`src/cbr_pkg.sv`:
```
// ----------------------------------------------------------------------------
// cbr_pkg: shared types and constants of the cubic bisection root finder
// Widths, fixed-point format, sequencer states and result codes.
// ----------------------------------------------------------------------------
package cbr_pkg;

    localparam int MAX_STEPS = 64;
    localparam int FRAC_BITS = 16;
    localparam int STEP_W    = $clog2(MAX_STEPS + 1);

    localparam int DATA_W    = 32;
    localparam int TOL_W     = 31;
    localparam int CFG_IDX_W = 3;
    localparam int OUT_W     = 2;

    localparam int IN_TDATA_W  = 2 * DATA_W;
    localparam int OUT_FIELD_W = DATA_W + STEP_W + OUT_W;
    localparam int OUT_TDATA_W = ((OUT_FIELD_W + 7) / 8) * 8;

    // Configuration register indexes.
    typedef enum logic [CFG_IDX_W-1:0] {
        CFG_COEF_CUBIC    = 3'd0,
        CFG_COEF_SQUARE   = 3'd1,
        CFG_COEF_LINEAR   = 3'd2,
        CFG_COEF_CONSTANT = 3'd3,
        CFG_TOLERANCE     = 3'd4
    } t_cfg_idx;

    // Result outcome codes.
    typedef enum logic [OUT_W-1:0] {
        OUTC_ROOT    = 2'd0,
        OUTC_NO_SIGN = 2'd1,
        OUTC_LIMIT   = 2'd2
    } t_outcome;

    // Sequencer states.
    typedef enum logic [5:0] {
        ST_IDLE  = 6'b000001,
        ST_MUL   = 6'b000010,
        ST_ACC   = 6'b000100,
        ST_SUM   = 6'b001000,
        ST_CHECK = 6'b010000,
        ST_DONE  = 6'b100000
    } t_state;

    // Multiply steps of one polynomial evaluation.
    typedef enum logic [2:0] {
        OP_SQUARE = 3'd0,
        OP_CUBE   = 3'd1,
        OP_C3     = 3'd2,
        OP_C2     = 3'd3,
        OP_C1     = 3'd4
    } t_op;

    // Which point is being evaluated.
    typedef enum logic [1:0] {
        PH_LOW  = 2'd0,
        PH_HIGH = 2'd1,
        PH_MID  = 2'd2
    } t_phase;

endpackage

```
`src/cubic_bisection_root.sv`:
```
// ----------------------------------------------------------------------------
// cubic_bisection_root: bisection root finder for a configured cubic
// Searches a bracket for a root of a3*x^3 + a2*x^2 + a1*x + a0 in signed
// Q16.16, using a single shared 32x32 multiplier under a small sequencer.
// ----------------------------------------------------------------------------
// One input beat carries a bracket; one output beat carries the root estimate,
// the number of bisections and the outcome. Every evaluation of the cubic runs
// five dependent multiplies through the one 32x32 signed multiplier, each in a
// multiply state and then a round-and-saturate state, followed by a final sum
// with the constant term. A search stops at the limit of 64 bisections. The
// input is not ready while a search runs or while its result waits to be taken.
module cubic_bisection_root (
    input  logic                                i_clk,
    input  logic                                i_rst_n,
    // Configuration write port
    input  logic                                i_cfg_wr_en,
    input  logic [cbr_pkg::CFG_IDX_W-1:0]       i_cfg_index,
    input  logic [cbr_pkg::DATA_W-1:0]          i_cfg_data,
    // Input stream
    input  logic                                s_axis_tvalid,
    output logic                                s_axis_tready,
    // tdata: [31:0] left_end, [63:32] right_end
    input  logic [cbr_pkg::IN_TDATA_W-1:0]      s_axis_tdata,
    // Output stream
    output logic                                m_axis_tvalid,
    input  logic                                m_axis_tready,
    // tdata: [31:0] root, [38:32] steps_taken, [40:39] outcome, rest zero
    output logic [cbr_pkg::OUT_TDATA_W-1:0]     m_axis_tdata
);
    import cbr_pkg::*;

    localparam logic signed [63:0] ROUND_HALF = 64'sd1 <<< (FRAC_BITS - 1);
    localparam logic signed [63:0] SAT_MAX64  = 64'sd2147483647;
    localparam logic signed [63:0] SAT_MIN64  = -64'sd2147483648;
    localparam logic signed [34:0] SAT_MAX35  = 35'sd2147483647;
    localparam logic signed [34:0] SAT_MIN35  = -35'sd2147483648;
    localparam logic [STEP_W-1:0]  STEP_LIMIT = STEP_W'(MAX_STEPS);

    // Configuration registers
    logic signed [DATA_W-1:0] r_coef_cubic, r_coef_square, r_coef_linear, r_coef_constant;
    logic        [TOL_W-1:0]  r_tolerance;

    // Sequencer and datapath registers
    t_state                   r_state, n_state;
    t_op                      r_op, n_op;
    t_phase                   r_phase, n_phase;
    logic signed [DATA_W-1:0] r_low_pt, n_low_pt, r_high_pt, n_high_pt;
    logic signed [DATA_W-1:0] r_low_v, n_low_v, r_high_v, n_high_v;
    logic signed [DATA_W-1:0] r_x, n_x, r_x2, n_x2, r_x3, n_x3;
    logic signed [63:0]       r_prod, n_prod;
    logic signed [34:0]       r_acc, n_acc;
    logic [STEP_W-1:0]        r_step, n_step;

    // Output register
    logic                     r_out_valid, n_out_valid;
    logic signed [DATA_W-1:0] r_root, n_root;
    logic [STEP_W-1:0]        r_out_steps, n_out_steps;
    t_outcome                 r_outcome, n_outcome;

    // Combinational helpers
    logic signed [DATA_W-1:0] w_mul_a, w_mul_b;
    logic signed [63:0]       w_rounded;
    logic signed [DATA_W-1:0] w_rs;
    logic signed [34:0]       w_sum;
    logic signed [DATA_W-1:0] w_fv;
    logic signed [32:0]       w_diff;
    logic [32:0]              w_adiff, w_mag_lo, w_mag_hi;
    logic signed [32:0]       w_mid_sum;
    logic                     w_zero_end, w_tol_hit, w_lo_neg, w_hi_neg;
    logic signed [DATA_W-1:0] w_pick;

    assign s_axis_tready = (r_state == ST_IDLE);
    assign m_axis_tvalid = r_out_valid;
    assign m_axis_tdata  = {{(OUT_TDATA_W - OUT_FIELD_W){1'b0}},
                            r_outcome, r_out_steps, r_root};

    // Multiplier operand selection
    always_comb begin
        unique case (r_op)
            OP_SQUARE: begin w_mul_a = r_x;           w_mul_b = r_x;  end
            OP_CUBE:   begin w_mul_a = r_x2;          w_mul_b = r_x;  end
            OP_C3:     begin w_mul_a = r_coef_cubic;  w_mul_b = r_x3; end
            OP_C2:     begin w_mul_a = r_coef_square; w_mul_b = r_x2; end
            OP_C1:     begin w_mul_a = r_coef_linear; w_mul_b = r_x;  end
            default:   begin w_mul_a = r_x;           w_mul_b = r_x;  end
        endcase
    end

    // Round half up, then saturate the registered product to 32 bits.
    always_comb begin
        w_rounded = (r_prod + ROUND_HALF) >>> FRAC_BITS;
        if (w_rounded > SAT_MAX64) begin
            w_rs = SAT_MAX64[DATA_W-1:0];
        end else if (w_rounded < SAT_MIN64) begin
            w_rs = SAT_MIN64[DATA_W-1:0];
        end else begin
            w_rs = w_rounded[DATA_W-1:0];
        end
    end

    // Final sum with the constant term, saturated once.
    always_comb begin
        w_sum = r_acc + 35'(r_coef_constant);
        if (w_sum > SAT_MAX35) begin
            w_fv = SAT_MAX35[DATA_W-1:0];
        end else if (w_sum < SAT_MIN35) begin
            w_fv = SAT_MIN35[DATA_W-1:0];
        end else begin
            w_fv = w_sum[DATA_W-1:0];
        end
    end

    // Bracket tests
    always_comb begin
        w_diff     = 33'(r_low_v) - 33'(r_high_v);
        w_adiff    = w_diff[32] ? 33'(-w_diff) : 33'(w_diff);
        w_mag_lo   = r_low_v[DATA_W-1]  ? 33'(-33'(r_low_v))  : 33'(r_low_v);
        w_mag_hi   = r_high_v[DATA_W-1] ? 33'(-33'(r_high_v)) : 33'(r_high_v);
        w_zero_end = (r_low_v == '0) || (r_high_v == '0);
        w_tol_hit  = (w_adiff < {2'b00, r_tolerance});
        w_lo_neg   = r_low_v[DATA_W-1];
        w_hi_neg   = r_high_v[DATA_W-1];
        w_pick     = (w_mag_lo > w_mag_hi) ? r_high_pt : r_low_pt;
        w_mid_sum  = 33'(r_low_pt) + 33'(r_high_pt);
    end

    // Sequencer
    always_comb begin
        n_state     = r_state;
        n_op        = r_op;
        n_phase     = r_phase;
        n_low_pt    = r_low_pt;
        n_high_pt   = r_high_pt;
        n_low_v     = r_low_v;
        n_high_v    = r_high_v;
        n_x         = r_x;
        n_x2        = r_x2;
        n_x3        = r_x3;
        n_prod      = r_prod;
        n_acc       = r_acc;
        n_step      = r_step;
        n_out_valid = r_out_valid;
        n_root      = r_root;
        n_out_steps = r_out_steps;
        n_outcome   = r_outcome;

        unique case (r_state)
            ST_IDLE: begin
                if (s_axis_tvalid) begin
                    n_low_pt  = s_axis_tdata[DATA_W-1:0];
                    n_high_pt = s_axis_tdata[2*DATA_W-1:DATA_W];
                    n_x       = s_axis_tdata[DATA_W-1:0];
                    n_step    = '0;
                    n_phase   = PH_LOW;
                    n_op      = OP_SQUARE;
                    n_state   = ST_MUL;
                end
            end
            ST_MUL: begin
                n_prod  = 64'(w_mul_a) * 64'(w_mul_b);
                n_state = ST_ACC;
            end
            ST_ACC: begin
                case (r_op)
                    OP_SQUARE: n_x2  = w_rs;
                    OP_CUBE:   n_x3  = w_rs;
                    OP_C3:     n_acc = 35'(w_rs);
                    default:   n_acc = r_acc + 35'(w_rs);
                endcase
                if (r_op == OP_C1) begin
                    n_state = ST_SUM;
                end else begin
                    n_op    = t_op'(r_op + 3'd1);
                    n_state = ST_MUL;
                end
            end
            ST_SUM: begin
                n_op = OP_SQUARE;
                unique case (r_phase)
                    PH_LOW: begin
                        n_low_v = w_fv;
                        n_x     = r_high_pt;
                        n_phase = PH_HIGH;
                        n_state = ST_MUL;
                    end
                    PH_HIGH: begin
                        n_high_v = w_fv;
                        n_state  = ST_CHECK;
                    end
                    default: begin
                        // The bisection counts even when the midpoint is an exact root.
                        n_step = r_step + 1'b1;
                        if (w_fv == '0) begin
                            n_root      = r_x;
                            n_out_steps = r_step + 1'b1;
                            n_outcome   = OUTC_ROOT;
                            n_out_valid = 1'b1;
                            n_state     = ST_DONE;
                        end else begin
                            if (w_fv[DATA_W-1] == w_lo_neg) begin
                                n_low_pt = r_x;
                                n_low_v  = w_fv;
                            end else begin
                                n_high_pt = r_x;
                                n_high_v  = w_fv;
                            end
                            n_state = ST_CHECK;
                        end
                    end
                endcase
            end
            ST_CHECK: begin
                n_out_steps = r_step;
                if (w_zero_end || w_tol_hit) begin
                    n_root      = w_pick;
                    n_outcome   = OUTC_ROOT;
                    n_out_valid = 1'b1;
                    n_state     = ST_DONE;
                end else if (r_step >= STEP_LIMIT) begin
                    n_root      = w_pick;
                    n_outcome   = OUTC_LIMIT;
                    n_out_valid = 1'b1;
                    n_state     = ST_DONE;
                end else if (w_lo_neg == w_hi_neg) begin
                    n_root      = r_low_pt;
                    n_outcome   = OUTC_NO_SIGN;
                    n_out_valid = 1'b1;
                    n_state     = ST_DONE;
                end else begin
                    // Midpoint is the floor of half the exact 33-bit sum.
                    n_x     = w_mid_sum[32:1];
                    n_phase = PH_MID;
                    n_op    = OP_SQUARE;
                    n_state = ST_MUL;
                end
            end
            ST_DONE: begin
                if (m_axis_tready) begin
                    n_out_valid = 1'b0;
                    n_state     = ST_IDLE;
                end
            end
            default: begin
                n_state     = ST_IDLE;
                n_out_valid = 1'b0;
            end
        endcase
    end

    always_ff @(posedge i_clk) begin
        if (!i_rst_n) begin
            r_state         <= ST_IDLE;
            r_op            <= OP_SQUARE;
            r_phase         <= PH_LOW;
            r_step          <= '0;
            r_out_valid     <= 1'b0;
            r_coef_cubic    <= '0;
            r_coef_square   <= '0;
            r_coef_linear   <= 32'sd65536;
            r_coef_constant <= '0;
            r_tolerance     <= 31'd66;
        end else begin
            r_state     <= n_state;
            r_op        <= n_op;
            r_phase     <= n_phase;
            r_step      <= n_step;
            r_out_valid <= n_out_valid;
            if (i_cfg_wr_en) begin
                unique case (i_cfg_index)
                    CFG_COEF_CUBIC:    r_coef_cubic    <= i_cfg_data;
                    CFG_COEF_SQUARE:   r_coef_square   <= i_cfg_data;
                    CFG_COEF_LINEAR:   r_coef_linear   <= i_cfg_data;
                    CFG_COEF_CONSTANT: r_coef_constant <= i_cfg_data;
                    CFG_TOLERANCE:     r_tolerance     <= i_cfg_data[TOL_W-1:0];
                    default: ;
                endcase
            end
        end
    end

    always_ff @(posedge i_clk) begin
        r_low_pt    <= n_low_pt;
        r_high_pt   <= n_high_pt;
        r_low_v     <= n_low_v;
        r_high_v    <= n_high_v;
        r_x         <= n_x;
        r_x2        <= n_x2;
        r_x3        <= n_x3;
        r_prod      <= n_prod;
        r_acc       <= n_acc;
        r_root      <= n_root;
        r_out_steps <= n_out_steps;
        r_outcome   <= n_outcome;
    end

`ifndef NO_ASSERTIONS
    // A search never takes a new bracket while a result is still held.
    a_no_overlap: assert property (@(posedge i_clk) disable iff (!i_rst_n)
        !(s_axis_tready && m_axis_tvalid))
        else $error("input ready while a result is pending");

    // The bisection count never passes the limit.
    a_step_bound: assert property (@(posedge i_clk) disable iff (!i_rst_n)
        r_step <= STEP_LIMIT)
        else $error("bisection count beyond limit");

    // A result that hit the limit reports exactly the limit as its count.
    a_limit_steps: assert property (@(posedge i_clk) disable iff (!i_rst_n)
        (m_axis_tvalid && (r_outcome == OUTC_LIMIT)) |-> (r_out_steps == STEP_LIMIT))
        else $error("iteration limit outcome with wrong count");

    // A bracket without a sign change is found before any bisection.
    a_nosign_first: assert property (@(posedge i_clk) disable iff (!i_rst_n)
        (m_axis_tvalid && (r_outcome == OUTC_NO_SIGN)) |-> (r_out_steps == '0))
        else $error("no sign change reported after bisecting");

    // A new result appears only after the search has passed through its checks.
    a_valid_source: assert property (@(posedge i_clk) disable iff (!i_rst_n)
        $rose(m_axis_tvalid) |-> ($past(r_state) == ST_CHECK || $past(r_state) == ST_SUM))
        else $error("result raised from an unexpected state");
`endif

endmodule

```
`config.mk`:
```
export PLATFORM = sky130hd
export DESIGN_NAME = cubic_bisection_root
export DESIGN_NICKNAME = d
export VERILOG_FILES = /design/src/cbr_pkg.sv /design/src/cubic_bisection_root.sv
export SDC_FILE = /design/constraint.sdc
export NUM_CORES = 2
export LEC_CHECK = 0
export BUFFER_PORTS_ARGS = -buffer_cell sky130_fd_sc_hd__buf_2
export CAP_MARGIN = 20
export CORE_MARGIN = 8
export CORE_UTILIZATION = 36
export DETAILED_ROUTE_END_ITERATION = 6
export SLEW_MARGIN = 20
export SYNTH_ARGS = -nofsm -noshare
export SYNTH_HDL_FRONTEND = slang
export SYNTH_SLANG_ARGS = --single-unit
```
`constraint.sdc`:
```
create_clock -name i_clk -period 9.2 [get_ports i_clk]
set_input_delay 2.76 -clock i_clk [delete_from_list [all_inputs] [get_ports i_clk]]
set_output_delay 2.76 -clock i_clk [all_outputs]
set_load 0.02 [all_outputs]
```
Word level (Yosys, flattened, before mapping):

Cells that the tools add are included.

* bits in registers: 542
* input port bits: 104
* logic and storage cells: 190

* $add $sub $neg: 10
* multipliers: 1
* $lt $le $gt $ge: 7
* equal/unequal tests: 33
* multiplexer cells: 78
* bitwise gates (word level): 4
* reduce and logical (&&, ||, !) cells: 35

Operators by type and width (count)
* 32-bit two-way mux: 26
* 32-bit one-hot mux with 2 select lines: 6
* 32-bit one-hot mux with 4 select lines: 1
* 33-bit two-way mux: 3
* 32-bit logical NOT: 3
* 32-bit one-hot mux with 3 select lines: 1
* 35-bit by 32-bit adder with 35-bit output: 2
* 35-bit one-hot mux with 2 select lines: 1
* 32-bit negation with 33-bit output: 2
* 64-bit by 17-bit adder with 64-bit output, second input constant: 1
* 32-bit by 32-bit multiplier with 64-bit output: 1
* 48-bit by 32-bit greater-than comparator with 1-bit output, second input constant: 1
* 48-bit by 32-bit < comparator with 1-bit output, second input constant: 1
* 6-bit two-way mux: 6
* 6-bit one-hot mux with 6 select lines: 1
* 35-bit by 32-bit greater-than comparator with 1-bit output, second input constant: 1
* 35-bit by 32-bit < comparator with 1-bit output, second input constant: 1
* 32-bit by 32-bit adder with 33-bit output: 1
* 33-bit greater-than comparator: 1
* 33-bit by 31-bit < comparator with 1-bit output: 1
* 33-bit negation: 1
* 32-bit by 32-bit subtractor with 33-bit output: 1
* 7-bit two-way mux: 4
* 7-bit one-hot mux with 2 select lines: 2
* other kinds (40): 99

Logic depth before layout (Yosys ltp):

* word-level depth: 9
* mapped depth: 40

Least setup slack after synthesis:

OpenSTA, ideal clock, no wires.

* kind: register to register
* start: reg r_op[0]
* end: reg r_prod[57] (data pin)
* setup time: 258 ps
* arrival time: 9391 ps
* slack: -448 ps
* cell stages (with the launch flop): 33
* clock period less this slack: 9648 ps
* path through: dfxtp_1 inv_1 ha_1 nor3_1 o21ai_0 clkbuf_1 buf_1 nor2_1 a31oi_1 clkbuf_1 nand2_1 inv_1 fa_1 inv_1 fa_1 inv_1 fa_1 fa_1 inv_1 fa_1 inv_1 fa_1 fa_1 fa_1 ha_1 and3_1 a221o_1 a221o_1 and2_1 nor4_1 o41ai_1 a21oi_1 xnor2_1

* word-level cells in the longest chain between the ends: 3

RTL lines
* start, declared: RTL line cubic_bisection_root.sv:45 `t_op r_op, n_op;`
* start signal, assigned: RTL line cubic_bisection_root.sv:264 `r_op <= n_op;`
* 3-bit equality test (tied with other cells): RTL line cubic_bisection_root.sv:79 `unique case (r_op)`
* 32-bit one-hot mux with 4 select lines / 32-bit one-hot mux with 2 select lines (equally long branches): RTL line cubic_bisection_root.sv:79
* 32-bit by 32-bit multiplier with 64-bit output *: RTL line cubic_bisection_root.sv:160 `n_prod = 64'(w_mul_a) * 64'(w_mul_b);`
* end signal, assigned: RTL line cubic_bisection_root.sv:289 `r_prod <= n_prod;`
* end, declared: RTL line cubic_bisection_root.sv:50 `logic signed [63:0] r_prod, n_prod;`

Every way passes the cells marked *; elsewhere a longest branch is shown, timed or not.
A chain may end at the register's enable or synchronous reset.

Worst setup path in the final report:

* start: reg r_op[0]
* end: reg r_prod[55] (data pin)

Same word-level chain as after synthesis.

==> out/results.ini <==
[cts]
cts_root_buf = clkbuf_16
path_clk_slew_ns = 0.06
clk_path_buf_depth = 3
cts_tree = built
clock_latency_ns = 0.70
cts_max_level = 2
clock-sinks = 527
numCtsBuffers = 58

[final_layout]
layout_common_cells = nand2_1, inv_1, fa_1, nor2_1, buf_4
drive_gt1_share_pct = 17.5
area_delta_synth_final_pct = 20.2
fillCellCount = 18000
final_area_mm2 = 0.0813
nets = 9633
final_common_cell = nand2_1
final_core_util_pct = 43.4

[synthesis]
syn_area_mm2 = 0.0676
syn_avg_cell_area_um2 = 9.15
yosys.area.top_type = fa_1
synth_top_area_share_pct = 32.1
async_reset_ff_share_pct = 0
ys.flop_type = edfxtp_1
ys_seq_area_share_pct = 20.8
synthTopCellsByArea = fa_1, edfxtp_1, ha_1
ys_types = 87
yosys_warnings = 0
postSynthCellCount = 7393
ys_ff_latch = 527
synth-edff-count = 349

[global_route]
grt_max_degree = 79
grt_pass1_wl_um = 352000
grt_usage_pct = 22.4
met1_usage_pct = 28.8
use_met3_pct = 3.49
met2_usage_pct = 37.1
top_usage_layer = met2
grt-ovfl-total = 0
first_global_vias = 57400
antenna_found_initial = 7

[setup_path]
endpoint_kind = register
start_kind = register
crit_path_frequent_cell = fa_1
cp_max_fo = 22
path_class = register to register
crit_slowest_cell = fa_1
path_buf_inv = 10
slowest_delay_ns = 0.60
required_ns = 9.61
critPathTopFamily = adder cells
critical_path_arrival_ns = 9.77

[placement]
io_buffers = 146
gp_routability_congestion = 0.971
place_area_mm2 = 0.0763
place_hpwl_um = 189000

[timing]
fin_ws_ns = -0.162
min_period_over_period_pct = 102
finClkSkew_ns = 0.0673
report.final.hold_viol_count = 0
tns_ns = -1.44
worstMarginPinSlew_ns = 1.06
setup_viol = 13
clock.fmax_mhz = 107
grt_setup_unrepaired = yes
slew_headroom_pct = 28.5
final.min_clock_period_ns = 9.36
final_max_slew_viol_count = 0

[drt]
wl_per_cell_um = 21.8
wirelength_um = 232000
vias = 55800
ant_nets = 0
viasPerCell = 5.26
drc = 9
first_iter_violations = 4635
drtPass1Iterations = 7

[die]
die-area_mm2 = 0.202
fp.dieW_um = 449
die-height_um = 449
io_pins = 154
rows = 159
initial_core_util_pct = 36.1
core_area_mm2 = 0.187

[run_status]
status = complete, but fails checks
failed_checks = DRC, setup timing

[hold_path]
min_path_type = register to register

[run]
maxCapViolations = 0

==> routing by layer <==
metal,routed length [um],part of all wire (%)
met5,0,0
met4,13400,5.8
met3,16300,7.0
met2,108000,47
met1,93600,40
==> path summary, 6_finish.rpt <==
kind,start,end,slack (ns),cells after the start
max,r_op[0],r_prod[55],-0.16,35
min,r_coef_cubic[0],r_coef_cubic[0],0.46,2
min reg2reg,r_coef_cubic[0],r_coef_cubic[0],0.46,2
max reg2reg,r_op[0],r_prod[55],-0.16,35
==> cells by family (layout without fill, tap and decap cells) <==
family	after synthesis	count (layout)	share of synthesized area, %
xor+xnor	301	301	3.90
mux	66	66	1.03
simple gates	2446	2446	15.6
flops	527	527	20.8
other cells	2	12	0.0111
fa+ha+maj	1469	1469	39.2
compound gates	1117	1117	11.3
buf+inv	1465	2174	8.23
==> cells in the mapped netlist (all sizes together) (48+ instances only) <==
cell type,n
nand2,1148
inv,1115
fa,1085
nor2,747
ha,384
edfxtp,349
clkbuf,318
o21ai,226
xnor2,196
a21oi,181
dfxtp,178
a21boi,165
nor3,130
xor2,105
a21o,101
a22oi,97
nand3,69
a31oi,55
and2,48
nand2b,48
==> registers in the layout, summed over array words and instances (netlist names), 2 cells and up <==
register	count
r_out_steps	7
r_coef_square	32
r_state	6
r_op	3
r_phase	2
r_x3	32
r_acc	35
r_low_pt	32
r_x2	32
r_coef_linear	32
r_step	7
r_tolerance	31
r_outcome	2
r_coef_constant	32
r_low_v	32
r_coef_cubic	32
r_prod	49
r_high_pt	32
r_x	32
r_high_v	32
r_root	32
==> area by class of cell <==
cell class	instances	area, um^2	area share, %
clock inverters	35	368	0.452
clock buffers	74	1630	2.00
multi-input cells	5408	49900	61.4
diodes	3	7.51	0.00923
flip-flops and latches	527	14100	17.3
repair buffers	950	8060	9.91
inverters	1115	4190	5.15
well taps	2495	3120	3.84
==> through the flow <==
stage          hold WS (ns)  worst slack (ns)  instances
3_5_place_dp          0.458            -0.904      10400
2_1_floorplan         0.441            0.0159       7400
4_1_cts               0.466            -0.141      10600
6_report              0.464            -0.162      10600
3_3_place_gp          0.453            -0.818      10400
5_1_grt               0.478            -0.399      10600
==> timing repair <==
action	4_1_cts	5_1_grt
buffers inserted	63	58
endpoints found under the setup margin	31	26
pin swaps	84	136
gates resized for setup	235	211
hold buffers	0	0
cloned	4	1
==> tightest hold or removal path: stages, from the launching register on <==
cell and delay [ns]:
dfxtp_1 0.31, nand2_1 0.05, a21boi_0 0.06
Power is left out: the tool's default activity adds up to more than one toggle a clock period on the data nets, which glitch-free logic cannot reach.
